**config.mk**
```make
export PLATFORM = sky130hd
export DESIGN_NAME = tks_cell
export DESIGN_NICKNAME = d
export VERILOG_FILES = /design/src/hdl/tks_pkg.sv /design/src/hdl/tks_cell.sv
export SDC_FILE = /design/constraint.sdc
export NUM_CORES = 1
export LEC_CHECK = 0
export BUFFER_PORTS_ARGS = -buffer_cell sky130_fd_sc_hd__buf_2
export CAP_MARGIN = 40
export CORE_UTILIZATION = 40
export CTS_BUF_LIST = sky130_fd_sc_hd__clkbuf_16
export CTS_CLUSTER_DIAMETER = 60
export DETAILED_ROUTE_END_ITERATION = 16
export PLACE_DENSITY = 0.82
export SLEW_MARGIN = 20
export SYNTH_ARGS = -nofsm -noshare
export SYNTH_HDL_FRONTEND = slang
export SYNTH_SLANG_ARGS = --single-unit
```
**constraint.sdc**
```tcl
create_clock -name clk -period 3.43 [get_ports clk]
set_input_delay 0.5145 -clock clk [delete_from_list [all_inputs] [get_ports clk]]
set_output_delay 0.5145 -clock clk [all_outputs]
set_load 0.1 [all_outputs]
```
**src/hdl/tks_pkg.sv**
```systemverilog
// Shared types and constants for the top-k key selection unit.
// Used by tks_cell and top_k_key_select_unit; depends on nothing else.
package tks_pkg;

  localparam int KEY_W = 32;
  localparam int HALF_W = 16;
  localparam int OUT_IDX_W = 16;
  localparam int KEEP_W = 7;
  localparam int PADDR_W = 3;
  localparam int PDATA_W = 32;

  localparam logic [KEEP_W-1:0] KEEP_RESET = 7'd64;
  localparam logic REG_KEEP_COUNT = 1'b0;

  localparam logic OP_OFFER = 1'b0;
  localparam logic OP_FLUSH = 1'b1;

  typedef enum logic {
    ST_IDLE,
    ST_DRAIN
  } state_t;

  typedef struct packed {
    logic clear;
    logic insert;
    logic take_prev;
    logic take_next;
  } cell_cmd_t;

endpackage

```
**src/hdl/tks_cell.sv**
```systemverilog
// One slot of the sorted insertion chain: a valid bit, a key and an index.
// Depends on tks_pkg for the command struct and key width.
module tks_cell #(
  parameter int IDX_W = 16
) (
  input  logic                   clk,
  input  logic                   rst_n,
  input  tks_pkg::cell_cmd_t     cmd,
  input  logic [tks_pkg::KEY_W-1:0] new_key,
  input  logic [IDX_W-1:0]       new_idx,
  input  logic                   prev_vld,
  input  logic [tks_pkg::KEY_W-1:0] prev_key,
  input  logic [IDX_W-1:0]       prev_idx,
  input  logic                   next_vld,
  input  logic [tks_pkg::KEY_W-1:0] next_key,
  input  logic [IDX_W-1:0]       next_idx,
  output logic                   vld,
  output logic [tks_pkg::KEY_W-1:0] key,
  output logic [IDX_W-1:0]       idx,
  output logic                   ge
);
  import tks_pkg::*;

  logic             vld_r, vld_nxt;
  logic [KEY_W-1:0] key_r, key_nxt;
  logic [IDX_W-1:0] idx_r, idx_nxt;

  always_comb begin
    vld_nxt = vld_r;
    key_nxt = key_r;
    idx_nxt = idx_r;
    if (cmd.clear) begin
      vld_nxt = 1'b0;
    end else if (cmd.insert) begin
      vld_nxt = 1'b1;
      key_nxt = new_key;
      idx_nxt = new_idx;
    end else if (cmd.take_prev) begin
      vld_nxt = prev_vld;
      key_nxt = prev_key;
      idx_nxt = prev_idx;
    end else if (cmd.take_next) begin
      vld_nxt = next_vld;
      key_nxt = next_key;
      idx_nxt = next_idx;
    end
  end

  always_ff @(posedge clk) begin
    if (!rst_n) begin
      vld_r <= 1'b0;
    end else begin
      vld_r <= vld_nxt;
    end
  end

  always_ff @(posedge clk) begin
    key_r <= key_nxt;
    idx_r <= idx_nxt;
  end

  assign vld = vld_r;
  assign key = key_r;
  assign idx = idx_r;
  assign ge  = vld_r && (key_r >= new_key);

endmodule

```
# Word level (Yosys, flattened, before mapping)

Index checks and enable logic that the tools add are counted.

Reduce and logical (&&, ||, !) cells: 4
Multiplexer cells: 9
Bitwise logic cells: 2
$lt $le $gt $ge: 1

Operators by type and width:

| kind                | count |
|---|---|
| $mux W32            | 3 |
| $mux W16            | 3 |
| $ge A32 B32 Y1      | 1 |
| $mux W1             | 3 |
| $reduce_bool A3 Y1  | 1 |
| $not A1 Y1          | 2 |
| $reduce_and A2 Y1   | 1 |
| $reduce_or A2 Y1    | 1 |
| $logic_and A1 B1 Y1 | 1 |

Logic and storage cells: 19
Input port bits: 152
Register bits after elaboration: 49

# Logic depth before layout (Yosys ltp)

Depth in word-level cells: 3
Depth in mapped cells: 7

# Worst setup path before layout

No wires, ideal clock.

Kind: flip-flop to output port
Start: register key_r[14] (netlist: key[14])
End: output ge
Path buffers: 0
Arrival: 3,101 ps
Cell stages (with the launch flop): 7
Setup slack: -186 ps
Cells stage by stage: edfxtp_1 ha_1 and4_4 a31o_1 a221o_1 a21oi_1 o21ai_1

Longest elaborated chain between the ends: 2

RTL lines:

| element                | line           | source |
|---|---|---|
| start, declared        | tks_cell.sv:25 | `logic [KEY_W-1:0] key_r, key_nxt;` |
| start signal, assigned | tks_cell.sv:58 | `key_r <= key_nxt;` |
| $ge A32 B32 Y1         | tks_cell.sv:65 | `assign ge = vld_r && (key_r >= new_key);` |
| $logic_and A1 B1 Y1    | tks_cell.sv:65 |  |
| end, declared          | tks_cell.sv:20 | `output logic ge` |

Every way passes these cells.

# Final worst setup path

Start: register key_r[0] (netlist: key[0])
End: output ge

Same word-level chain as after synthesis.

==> results.txt <==
HP Start = cmd[3]
CTS Root Cell = clkbuf_16
Syn-to-layout area delta = 38.58%
Worst EP required = 2.92 ns
Fmax = 351.8 MHz
I/O Buffers = 201
Vias in the first global route = 3043
Most common cell in the netlist = nand2_1
Initial drt markers = 61
Largest net degree at the start of global routing = 99
Hold_ws = 0.4818 ns
Worst setup EP type = output pin
Skew final = 0 ns
Sequential Power Share = 0.367
Syn. warnings = 0
Max Cap Viol = 0
Leakage = 2.373 nW
Die W = 92.81 um
ANT nets after route = 0
Worst-Margin Slew = 0.7331 ns
CTS Sinks = 49
Die area = 8613 um2
Hold WC Path Type = input port to register
Via-per-instance ratio = 4.981
Internal cell power = 0.001208 W
Post-CTS Resized = 0
Net count, final = 709
Initial Util = 0.4203
Top post-synthesis cells by area = edfxtp_1 (44%), mux2i_1 (15%), ha_1 (12%)
Worst R2R Start = vld
DR WL/cell = 13.84 um
Kind of critical path = register to output pin
Crit path launch type = register
DR vias = 3128
Register area = 1461 um2
Worst Setup SP = key[0]
Status = complete, no violations
Post-synth top area cell = edfxtp_1
Global Route met3 Usage = 0.03941
Footprint of the multi-input gates = 1628 um2
Syn_area_per_cell = 10.06 um2
Syn Nets = 512
Flops & latches, synth = 49
GPL Wtd Cong = 0.7808
Post-Synthesis Cells = 328
Main synth FF type = edfxtp_1
Gr ovfl total = 0
Register area share after synthesis = 0.4431
Clock power share = 0.226
Rel. slew slack = 0.5101
Post-synth EDFFs = 48
CP cell instances = inv_1, ha_1, nand2b_1, a2111oi_0, o21ai_1, a21oi_1, o21ai_2, buf_2
IO Pins = 202
Global Route Usage Sum = 0.1978
Min cycle time layout = 2.843 ns
Num CTS Buffers = 5
Psw = 0.0008718 W
Yosys top cell area share = 0.4370
Number of diodes = 0
Clock transition at path regs = 0.07 ns
Pre-antenna DRT Iters = 6
CP max FO = 2
Core Rows = 32
Routed WL = 8689 um
Die Y = 92.81 um
Distinct cells, synth = 32
RSZ-0062 raised after global routing = no
Htree depth = 2
Setup TNS = 0 ns
CTS max path bufs = 2
DRC Markers = 0
Share of cells above drive strength 1 = 0.4163
Initial antenna violation count = 0
Peak VDD IR = 0.2404 mV
Mapped Area = 3298 um2
Core Footprint = 7848 um2
Final Hold Viols = 0
Post-synth top cells = nand2_1 (55), o21ai_0 (49), edfxtp_1 (48), mux2i_1 (48), inv_1 (35)
Async set-or-reset flop fraction in the synthesized netlist = 0
Busiest grt layer = met2
First-pass GRT wire length = 13340 um
Postcts setup bufs = 0
Critical path arrival = 2.33 ns
Fin crit share = 0.8288
Delay-heaviest family, CP = compound AO/OA/AOI/OAI gates
Hold buffer count at cts = 0
Power Density = 455.0 nW/um2
Fillcell total = 706
Biggest cell delay along the critical path = 0.44 ns
Switching power share of the total = 0.4192
M2 GR Usage = 0.3848
Pins Over Slew Limit = 0
Post-DP HPWL = 6894 um
Final setup vio count = 0
Skew-Pair Late Insertion Delay = 0.28 ns
Worst path slowest cell = a2111oi_0
Met1 usage = 0.2072
Comb pwr share = 0.407
CTS tree = yes
Worst path bufs/invs = 2
## through the flow
step                      power, W  cell area (um2)  instances  worst slack, ns    util
after global routing      0.002171             4571        628           0.4952  0.5824
after CTS                 0.002097             4523        626           0.5754  0.5764
after detailed placement  0.001621             4384        618           0.6421  0.5587
after global placement    0.001601             4384        618           0.6830  0.5587
after floorplan           0.001417             3302        328          0.03313       -
final                     0.002079             4571        628           0.5871  0.5824
## power groups by stage
stage / Sequential, W / Clock (W) / Combinational, W
2_1_floorplan: 0.00122 / 0 / 0.000199
5_1_grt: 0.000771 / 0.000502 / 0.000898
3_3_place_gp: 0.000772 / 0 / 0.000828
3_5_place_dp: 0.000777 / 0 / 0.000845
4_1_cts: 0.000764 / 0.000487 / 0.000847
6_report: 0.000763 / 0.000470 / 0.000846
## kinds of logic (layout without fill, tap and decap cells)
group           count (synthesis)  count (layout)  share of synthesized area
compound gates                 75              75                     0.1252
simple gates                   72              72                    0.09788
buf+inv                        52             250                    0.06677
flops                          49              49                     0.4431
mux                            48              48                     0.1457
fa+ha+maj                      32              32                     0.1214
## worst paths after layout
path	cells past startpoint	endpoint	slack, ns
max	8	ge	0.59
min	2	vld	0.48
max reg2reg	2	vld	2.60
min reg2reg	2	vld	0.75
## cells in the final DEF (no fill, tap or decap), drive strengths merged, types with 4 or more instances in the layout
master / instances
inv: 36
buf: 207
and4: 4
o21ai: 52
ha: 32
clkbuf: 5
edfxtp: 48
a21oi: 12
nand2: 55
mux2i: 48
## worst register-to-register path, cell delays in order, from the launching register on
cell and delay [ns]:
dfxtp_1 0.34, nor4_1 0.30, nor4b_1 0.08
## layout make-up
cell class	count	share of cell area
inverters	35	0.02874
clock buffers	5	0.02737
multi-input cells	227	0.3561
flip-flops and latches	49	0.3197
repair buffers	207	0.2371
well taps	102	0.02792
clock inverters	3	0.003011
## flip-flops by register name, summed over array words and instances (netlist names)
| name | count |
|---|---|
| vld | 1 |
| idx | 16 |
| key | 32 |
## per-layer routing
metal  vias to the layer above  part of all wire
li1                       1569                 -
met1                      1405              0.38
met2                       134              0.53
met3                        20             0.060
met4                         0             0.026
met5                         -                 0
Power figures use the tool's default switching activity.
